==> config.mk <==
export PLATFORM = sky130hd
export DESIGN_NAME = rdma_pull_requester_tracker
export DESIGN_NICKNAME = d
export VERILOG_FILES = /design/src/hdl/rpt_pkg.sv /design/src/hdl/rpt_step.sv /design/src/hdl/rdma_pull_requester_tracker.sv
export SDC_FILE = /design/constraint.sdc
export NUM_CORES = 1
export LEC_CHECK = 0
export BUFFER_PORTS_ARGS = -buffer_cell sky130_fd_sc_hd__buf_2
export CAP_MARGIN = 20
export CORE_ASPECT_RATIO = 1.2
export CORE_MARGIN = 3
export CORE_UTILIZATION = 50
export CTS_CLUSTER_SIZE = 30
export DETAILED_ROUTE_END_ITERATION = 6
export PLACE_DENSITY = 0.71
export SLEW_MARGIN = 15
export SYNTH_ARGS = -nofsm -noshare
export SYNTH_HDL_FRONTEND = slang
export SYNTH_SLANG_ARGS = --single-unit
==> constraint.sdc <==
create_clock -name aclk -period 22.3 [get_ports aclk]
set_input_delay 2.23 -clock aclk [delete_from_list [all_inputs] [get_ports aclk]]
set_output_delay 2.23 -clock aclk [all_outputs]
set_load 0.005 [all_outputs]
==> src/hdl/rpt_pkg.sv <==
// rpt_pkg: types, codes and constants of the pull requester tracker
// no dependencies; used by rpt_step and rdma_pull_requester_tracker
package rpt_pkg;

    localparam int FRAME_BYTES      = 4096;
    localparam int FRAME_SHIFT      = 12;
    localparam int FRAMES_PER_BLOCK = 8;
    localparam int BLOCK_BYTES      = FRAME_BYTES * FRAMES_PER_BLOCK;
    localparam logic [31:0] MAGIC_XOR = 32'h2211_1867;
    localparam int MAGIC_SHIFT      = 13;

    // configuration register indexes
    localparam logic [2:0] CFG_XFER_LEN   = 3'd0;
    localparam logic [2:0] CFG_REMOTE_OFS = 3'd1;
    localparam logic [2:0] CFG_LOCAL_OFS  = 3'd2;
    localparam logic [2:0] CFG_EP_INDEX   = 3'd3;
    localparam logic [2:0] CFG_HANDLE_ID  = 3'd4;

    // input commands
    localparam logic CMD_START = 1'b0;
    localparam logic CMD_REPLY = 1'b1;

    typedef enum logic [2:0] {
        KIND_ACCEPTED = 3'd0,
        KIND_REQUEST  = 3'd1,
        KIND_DROPPED  = 3'd2,
        KIND_DONE     = 3'd3,
        KIND_TRUNC    = 3'd4,
        KIND_REFUSED  = 3'd5
    } kind_t;

    typedef enum logic [2:0] {
        CAUSE_NONE      = 3'd0,
        CAUSE_SHORT     = 3'd1,
        CAUSE_MAGIC     = 3'd2,
        CAUSE_HANDLE    = 3'd3,
        CAUSE_OUTSIDE   = 3'd4,
        CAUSE_DUPLICATE = 3'd5
    } cause_t;

    typedef struct packed {
        logic        cmd;
        logic [31:0] reply_magic;
        logic [31:0] reply_handle;
        logic [31:0] reply_seqnum;
        logic [12:0] reply_length;
        logic [15:0] payload_length;
        logic [31:0] reply_msg_offset;
        logic        copy_ok;
    } in_item_t;

    typedef struct packed {
        kind_t       kind;
        cause_t      drop_cause;
        logic [15:0] req_block_length;
        logic [11:0] req_pull_offset;
        logic [31:0] req_frame_index;
        logic [3:0]  req_frames;
        logic [31:0] copy_address;
        logic [31:0] pulled_len;
    } out_item_t;

    typedef struct packed {
        logic [31:0] xfer_len;
        logic [11:0] remote_ofs;
        logic [11:0] local_ofs;
        logic [7:0]  ep_index;
        logic [31:0] handle_id;
    } rpt_cfg_t;

    typedef struct packed {
        logic        active;
        logic [31:0] remaining;
        logic [31:0] first_frame;
        logic [3:0]  frame_count;
        logic [7:0]  pending;
    } rpt_state_t;

endpackage

==> src/hdl/rpt_step.sv <==
// rpt_step: next transfer state and result word for one input word
// depends on rpt_pkg
module rpt_step (
    input  rpt_pkg::rpt_state_t st,
    input  rpt_pkg::rpt_cfg_t   cfg,
    input  rpt_pkg::in_item_t   item,
    output rpt_pkg::rpt_state_t st_next,
    output rpt_pkg::out_item_t  res
);
    import rpt_pkg::*;

    // block sizing, shared by the first and the later blocks
    logic        blk_first;
    logic [11:0] blk_poff;
    logic [16:0] blk_limit;
    logic [31:0] blk_rem;
    logic [16:0] blk_len;
    logic [16:0] blk_span;
    logic [17:0] blk_round;
    logic [3:0]  blk_frames;
    logic [7:0]  blk_mask;
    logic [31:0] blk_rem_after;

    // reply checks
    logic        chk_short;
    logic [18:0] chk_midx;
    logic        chk_magic;
    logic        chk_handle;
    logic [32:0] chk_rel;
    logic        chk_outside;
    logic [2:0]  chk_bit;
    logic        chk_dup;
    logic [7:0]  pend_after;
    logic [31:0] addr;
    logic [31:0] pulled;
    logic [31:0] next_first;

    assign blk_first = (item.cmd == CMD_START);
    assign blk_poff  = blk_first ? cfg.remote_ofs : 12'd0;
    assign blk_limit = 17'(BLOCK_BYTES) - {5'd0, blk_poff};
    assign blk_rem   = blk_first ? cfg.xfer_len : st.remaining;
    assign blk_len   = (blk_rem < {15'd0, blk_limit}) ? blk_rem[16:0] : blk_limit;
    assign blk_span  = {5'd0, blk_poff} + blk_len;
    assign blk_round = {1'b0, blk_span} + 18'(FRAME_BYTES - 1);
    assign blk_frames = blk_round[FRAME_SHIFT +: 4];
    assign blk_rem_after = blk_rem - {15'd0, blk_len};

    always_comb begin
        for (int i = 0; i < FRAMES_PER_BLOCK; i++) begin
            blk_mask[i] = (4'(i) < blk_frames);
        end
    end

    assign chk_short  = ({3'd0, item.reply_length} > item.payload_length);
    assign chk_midx   = 19'((item.reply_magic ^ MAGIC_XOR) >> MAGIC_SHIFT);
    assign chk_magic  = (chk_midx != {11'd0, cfg.ep_index});
    assign chk_handle = !st.active || (item.reply_handle != cfg.handle_id);
    // borrow bit flags a sequence number below the block
    assign chk_rel     = {1'b0, item.reply_seqnum} - {1'b0, st.first_frame};
    assign chk_outside = chk_rel[32] || (chk_rel[31:0] >= {28'd0, st.frame_count});
    assign chk_bit     = chk_rel[2:0];
    assign chk_dup     = !st.pending[chk_bit];
    assign pend_after  = st.pending & ~(8'd1 << chk_bit);
    assign addr        = item.reply_msg_offset + {20'd0, cfg.local_ofs};
    assign pulled      = cfg.xfer_len - st.remaining;
    assign next_first  = st.first_frame + {28'd0, st.frame_count};

    always_comb begin
        st_next = st;
        res = '{kind: KIND_DROPPED, drop_cause: CAUSE_NONE, default: '0};
        if (item.cmd == CMD_START) begin
            if (st.active) begin
                res.kind = KIND_REFUSED;
            end else if (blk_frames == 4'd0) begin
                // empty transfer completes at once
                st_next = '0;
                res.kind = KIND_DONE;
            end else begin
                st_next.active      = 1'b1;
                st_next.remaining   = blk_rem_after;
                st_next.first_frame = '0;
                st_next.frame_count = blk_frames;
                st_next.pending     = blk_mask;
                res.kind             = KIND_REQUEST;
                res.req_block_length = blk_len[15:0];
                res.req_pull_offset  = blk_poff;
                res.req_frame_index  = '0;
                res.req_frames       = blk_frames;
            end
        end else if (chk_short) begin
            res.drop_cause = CAUSE_SHORT;
        end else if (chk_magic) begin
            res.drop_cause = CAUSE_MAGIC;
        end else if (chk_handle) begin
            res.drop_cause = CAUSE_HANDLE;
        end else if (chk_outside) begin
            res.drop_cause = CAUSE_OUTSIDE;
        end else if (chk_dup) begin
            res.drop_cause = CAUSE_DUPLICATE;
        end else begin
            res.copy_address = addr;
            if (!item.copy_ok) begin
                st_next = '0;
                res.kind = KIND_TRUNC;
                res.pulled_len = pulled;
            end else if (pend_after != 8'd0) begin
                st_next.pending = pend_after;
                res.kind = KIND_ACCEPTED;
            end else if (st.remaining != 32'd0) begin
                st_next.remaining   = blk_rem_after;
                st_next.first_frame = next_first;
                st_next.frame_count = blk_frames;
                st_next.pending     = blk_mask;
                res.kind             = KIND_REQUEST;
                res.req_block_length = blk_len[15:0];
                res.req_pull_offset  = blk_poff;
                res.req_frame_index  = next_first;
                res.req_frames       = blk_frames;
            end else begin
                st_next = '0;
                res.kind = KIND_DONE;
                res.pulled_len = pulled;
            end
        end
    end

endmodule

==> src/hdl/rdma_pull_requester_tracker.sv <==
// Requester side tracker of a remote-read pull transfer.
// Channels: s_* takes start and reply words, m_* gives one result word per
// input word, cfg_* writes the five transfer registers (index 0 total length,
// 1 remote offset, 2 local offset, 3 endpoint index, 4 handle id). Other
// indexes are ignored. cfg_ready is always high; write registers only while
// no word is in flight.
// Path: an accepted input word is held in the input register, then moves to
// the result register, which drives m_valid and m_item.
// Throughput: one word per cycle while m_ready is high. Transfer state is read
// and updated in the same cycle a word moves from input to result register.
// When m_ready is low the result register holds and the input register can
// still take one more word; s_ready drops only when both are full.
// Reset (aresetn low, synchronous) empties both registers, clears the
// transfer state and sets all configuration registers to zero.
// Depends on rpt_pkg and rpt_step.
module rdma_pull_requester_tracker (
    input  logic               aclk,
    input  logic               aresetn,
    input  logic               s_valid,
    output logic               s_ready,
    input  rpt_pkg::in_item_t  s_item,
    output logic               m_valid,
    input  logic               m_ready,
    output rpt_pkg::out_item_t m_item,
    input  logic               cfg_valid,
    output logic               cfg_ready,
    input  logic [2:0]         cfg_index,
    input  logic [31:0]        cfg_data
);
    import rpt_pkg::*;

    logic       in_valid_reg;
    in_item_t   in_item_reg;
    logic       out_valid_reg;
    out_item_t  out_item_reg;
    rpt_state_t state_reg;
    rpt_state_t state_next;
    rpt_cfg_t   cfg_reg;
    out_item_t  res;
    logic       advance;

    assign advance   = in_valid_reg && (!out_valid_reg || m_ready);
    assign s_ready   = !in_valid_reg || advance;
    assign cfg_ready = 1'b1;
    assign m_valid   = out_valid_reg;
    assign m_item    = out_item_reg;

    rpt_step u_step (
        .st      (state_reg),
        .cfg     (cfg_reg),
        .item    (in_item_reg),
        .st_next (state_next),
        .res     (res)
    );

    always_ff @(posedge aclk) begin
        if (!aresetn) begin
            in_valid_reg  <= 1'b0;
            out_valid_reg <= 1'b0;
            state_reg     <= '0;
        end else begin
            if (s_valid && s_ready) begin
                in_valid_reg <= 1'b1;
            end else if (advance) begin
                in_valid_reg <= 1'b0;
            end
            if (advance) begin
                out_valid_reg <= 1'b1;
                state_reg     <= state_next;
            end else if (m_ready) begin
                out_valid_reg <= 1'b0;
            end
        end
    end

    // payload words
    always_ff @(posedge aclk) begin
        if (s_valid && s_ready) begin
            in_item_reg <= s_item;
        end
        if (advance) begin
            out_item_reg <= res;
        end
    end

    always_ff @(posedge aclk) begin
        if (!aresetn) begin
            cfg_reg <= '0;
        end else if (cfg_valid && cfg_ready) begin
            case (cfg_index)
                CFG_XFER_LEN:   cfg_reg.xfer_len   <= cfg_data;
                CFG_REMOTE_OFS: cfg_reg.remote_ofs <= cfg_data[11:0];
                CFG_LOCAL_OFS:  cfg_reg.local_ofs  <= cfg_data[11:0];
                CFG_EP_INDEX:   cfg_reg.ep_index   <= cfg_data[7:0];
                CFG_HANDLE_ID:  cfg_reg.handle_id  <= cfg_data;
                default: begin
                end
            endcase
        end
    end

endmodule
==> key figures <==
Run status
  – Run status: finished, final reports clean

Floorplanning
  – Total die area: approximately 54000 um2
  – Starting utilization of the core area: roughly 51%
  – Vertical die dimension: 253.0 um
  – Ports placed on the boundary: between 300 and 400
  – Floorplan Core Area: 49670 um2
  – # rows: 89
  – X dimension of the die: about 210 um

STA
  – Slew @ Worst Pin: about 1.0 ns
  – Final-report hold violation count: 0
  – Normalized max-slew margin: a little under a third
  – Worst hold margin: 0.4693 ns
  – FMAX: between 100 and 150 MHz
  – Final number of setup-violating endpoints: 0
  – Shortest clock period the worst path allows after layout: slightly above 8 ns
  – Final setup TNS: 0 ns
  – Max Transition Viols Final: 0
  – Worst Skew: between 0.02 and 0.03 ns
  – Unrepaired setup endpoints after global routing: false
  – Tcrit/Tclk final: ~37%

Detailed routing
  – DR vias/cell: between 5 and 6
  – Total vias in the final route: approximately 21000
  – Total Wirelength: 74090 um
  – Antenna Violating Nets Remaining: 0
  – 1st-iter DRT viols: approximately 1800
  – Routed WL per cell: ~20 um
  – Number of DRC violations after detailed routing: 0
  – Detailed-routing iteration count for the pre-antenna-repair pass: 6

Power and ir drop
  – Switching share of total power: between 20% and 30%
  – Int Power: approximately 1.5 mW
  – Sw Pwr: 582.0 uW
  – Combinational share of power: about 16%
  – Clock power share: approximately 39%
  – Ratio of total power to cell area: about 73 nW/um2
  – Maximum vdd ir drop: ~0.063 mV
  – Part of the total power dissipated in sequential elements: about 44%
  – Reported leakage power: approximately 11 nW

Synth
  – Number of unique standard cell types used by synthesis: between 90 and 100
  – Most used flip-flop cell after synthesis: sky130_fd_sc_hd__edfxtp_1
  – Count of flip-flops with a built-in enable after synthesis: 280
  – Number of standard cells after synthesis: 2681
  – Portion of the post-synthesis area used by sequential elements: between 40 and 50%
  – Average size of a mapped cell: 9.481 um2
  – Number of register bits inferred by synthesis: about 460
  – Number of warnings reported in the yosys synthesis log: 0
  – Synthesized cell area: around 25000 um2
  – Post-Syn Nets: approximately 3000
  – Fraction of synthesis flops using an asynchronous set or reset pin: 0%

Min path
  – Hold path startpoint: cfg_reg[39]$_SDFFE_PN0P_
  – End point of the most critical hold path: cfg_reg[39]$_SDFFE_PN0P_
  – Min-Delay Path Depth: 2
  – Hold Crit Class: register to register

Placed design
  – Number of port buffers: roughly 320
  – Final weighted congestion of routability-driven global placement: between 0.9 and 1
  – DP HPWL: 55650 um

CTS
  – Post-CTS clock slew at the launch and capture registers of the worst setup and hold paths: 0.06 ns
  – CTS sink count: 455
  – Number of hold buffers added after CTS: 0
  – Clock insertion delay at the later pin of the skew report: 0.60 ns
  – Number of resized instances in the post-cts repair step: 0
  – CTS tree: yes
  – Total clock buffers created by CTS: 48
  – Post-CTS repair timing setup buffer count: 0
  – Maximum count of clock buffers along a single path: 3
  – Htree depth: 2
  – Clock tree root buffer cell: sky130_fd_sc_hd__clkbuf_16

Finish
  – Post-synthesis to final-layout area growth: 14.96%
  – Flip-flop count of the largest register after layout: roughly 150
  – Core occupancy in the finished layout: 58.84%
  – Fraction of layout cells with a size suffix above 1: around 16%
  – Number of nets in the final layout: roughly 3300
  – Commonest cells after routing, fill and taps aside: sky130_fd_sc_hd__nand2_1, sky130_fd_sc_hd__buf_2, sky130_fd_sc_hd__edfxtp_1
  – Number of inserted filler cells in the final layout: 4275
  – Commonest non-fill, non-tap cell in the layout: sky130_fd_sc_hd__nand2_1
  – Multi-input gate area in the final layout: 12470 um2
  – Storage cell area: 11910 um2

Setup path
  – Crit path arrival time: approximately 8.7 ns
  – Worst R2R Setup Slack: roughly 14 ns
  – Critical path's slowest cell: sky130_fd_sc_hd__o21ai_0
  – Crit Reg-Reg Startpoint: in_item_reg[158]$_DFFE_PP_
  – Critical Path Fanout Max: between 60 and 70
  – Kind of capture point of the worst setup path: register
  – Req. time, crit path: about 23 ns
  – Crit start category: register
  – End of the worst register-to-register path: state_reg[62]$_SDFFE_PN0P_
  – Maximum cell stage delay along the critical path: roughly 0.64 ns
  – Type of the setup path with the least slack: register to register
  – R2R cell count: 27

Global routing
  – Global-route wire length before repair: ~110000 um
  – Total global routing overflow: 0
  – Via count of the first global-routing pass: between 20000 and 25000
  – Number of antenna violations at the first check in global routing: 25
  – Maximum number of pins on one net before global-route repair: 100
  – Global routing usage summed across all routing layers: a little over a quarter

Job
  – Maxcap violations: 0
==> power groups by stage <==
stage / clock (mW) / sequential (mW) / combinational, mW
3_5_place_dp: 0 / 0.965 / 0.338
6_report: 0.840 / 0.947 / 0.344
2_1_floorplan: 0 / 0.963 / 0.231
3_3_place_gp: 0 / 0.964 / 0.331
5_1_grt: 0.889 / 0.950 / 0.379
4_1_cts: 0.854 / 0.947 / 0.340
==> how the worst max path moves through the flow <==
stage,startpoint,endpoint,slack [ns],depth (start not counted)
after floorplan,in_item_reg[158]$_DFFE_PP_,state_reg[73]$_SDFFE_PN0P_,14.88,31
after global placement,in_item_reg[158]$_DFFE_PP_,state_reg[64]$_SDFFE_PN0P_,14.38,27
after detailed placement,in_item_reg[158]$_DFFE_PP_,state_reg[73]$_SDFFE_PN0P_,14.20,27
after CTS,in_item_reg[158]$_DFFE_PP_,state_reg[73]$_SDFFE_PN0P_,14.18,27
after global routing,in_item_reg[158]$_DFFE_PP_,state_reg[62]$_SDFFE_PN0P_,13.67,27
final,in_item_reg[158]$_DFFE_PP_,state_reg[62]$_SDFFE_PN0P_,14.08,27
==> cell type report <==
cell class,instances,share of cell area [%]
multi-input combinational,1954,42.66
sequential,455,40.76
timing repair buffer,340,6.012
clock buffer,58,4.415
tap,637,2.728
inverter,160,2.081
clock inverter,31,1.237
antenna,12,0.1028
==> per-stage QoR <==
step | power, mW | instances | setup slack (ns) | instance area, um2
4_1_cts | 2.141 | 3634 | 14.18 | 29170
3_5_place_dp | 1.303 | 3545 | 14.20 | 27520
2_1_floorplan | 1.195 | 2681 | 14.88 | 25420
6_report | 2.131 | 3647 | 14.08 | 29220
5_1_grt | 2.218 | 3641 | 13.67 | 29210
3_3_place_gp | 1.295 | 3545 | 14.38 | 27520
==> synth_stat cells (all sizes together) (7+ instances only) <==
| library cell | number | area [um2] |
|---|---|---|
| nand2 | 338 | 1269 |
| edfxtp | 280 | 8408 |
| nor2 | 258 | 970.9 |
| a21oi | 233 | 1174 |
| dfxtp | 175 | 3503 |
| inv | 160 | 600.6 |
| ha | 150 | 1877 |
| xnor2 | 96 | 840.8 |
| o21ai | 94 | 478.0 |
| clkbuf | 81 | 304.0 |
| nor3 | 79 | 395.4 |
| xor2 | 68 | 595.6 |
| nand3 | 61 | 305.3 |
| a21o | 43 | 322.8 |
| nor2b | 42 | 262.8 |
| nand4 | 34 | 219.0 |
| nor4 | 32 | 221.5 |
| buf | 31 | 153.9 |
| o31ai | 27 | 207.7 |
| and3 | 26 | 162.7 |
| nand2b | 23 | 143.9 |
| or3 | 23 | 148.9 |
| o21a | 20 | 150.1 |
| a31oi | 17 | 106.4 |
| mux2 | 17 | 195.2 |
| o211ai | 16 | 120.1 |
| or2 | 15 | 93.84 |
| a211oi | 13 | 97.59 |
| mux2i | 13 | 130.1 |
| a211o | 12 | 105.1 |
| a311oi | 12 | 105.1 |
| and2 | 11 | 68.82 |
| o21bai | 11 | 82.58 |
| o221ai | 11 | 96.34 |
| nor3b | 10 | 85.08 |
| o2111ai | 10 | 87.58 |
| and4 | 9 | 78.83 |
| a31o | 8 | 70.07 |
| o22ai | 8 | 50.05 |
| a21boi | 7 | 52.55 |
| a41oi | 7 | 61.31 |
| o31a | 7 | 61.31 |
==> critical path, delay by kind of cell (launching register included) <==
family | cells | cell delay [ns]
xor+xnor | 1 | 0.21
compound gates | 12 | 3.42
buf+inv | 4 | 1.23
fa+ha+maj | 3 | 0.84
mux | 1 | 0.31
flops | 1 | 0.33
simple gates | 6 | 1.72
==> logic make-up after synthesis <==
family | after synthesis | synth area share, %
AOI/OAI and AO/OA | 609 | 15.49
xor gates and xnor gates | 164 | 5.651
adders and majority gates | 155 | 7.778
buffers and inverters | 272 | 4.164
DFF | 455 | 46.86
muxes | 32 | 1.457
other | 1 | 0.01475
and+or+nand+nor | 993 | 18.59
==> metal layers <==
metal  up-vias  wire length [um]  global-route usage (%)
met4        26              2773                   10.03
li1      10249                 -                       -
met3       177              5756                   6.667
met1     10108             30380                   34.13
met5         -               150                       0
met2       841             35030                   44.98
Note: power is estimated with default switching activity, not from simulation.
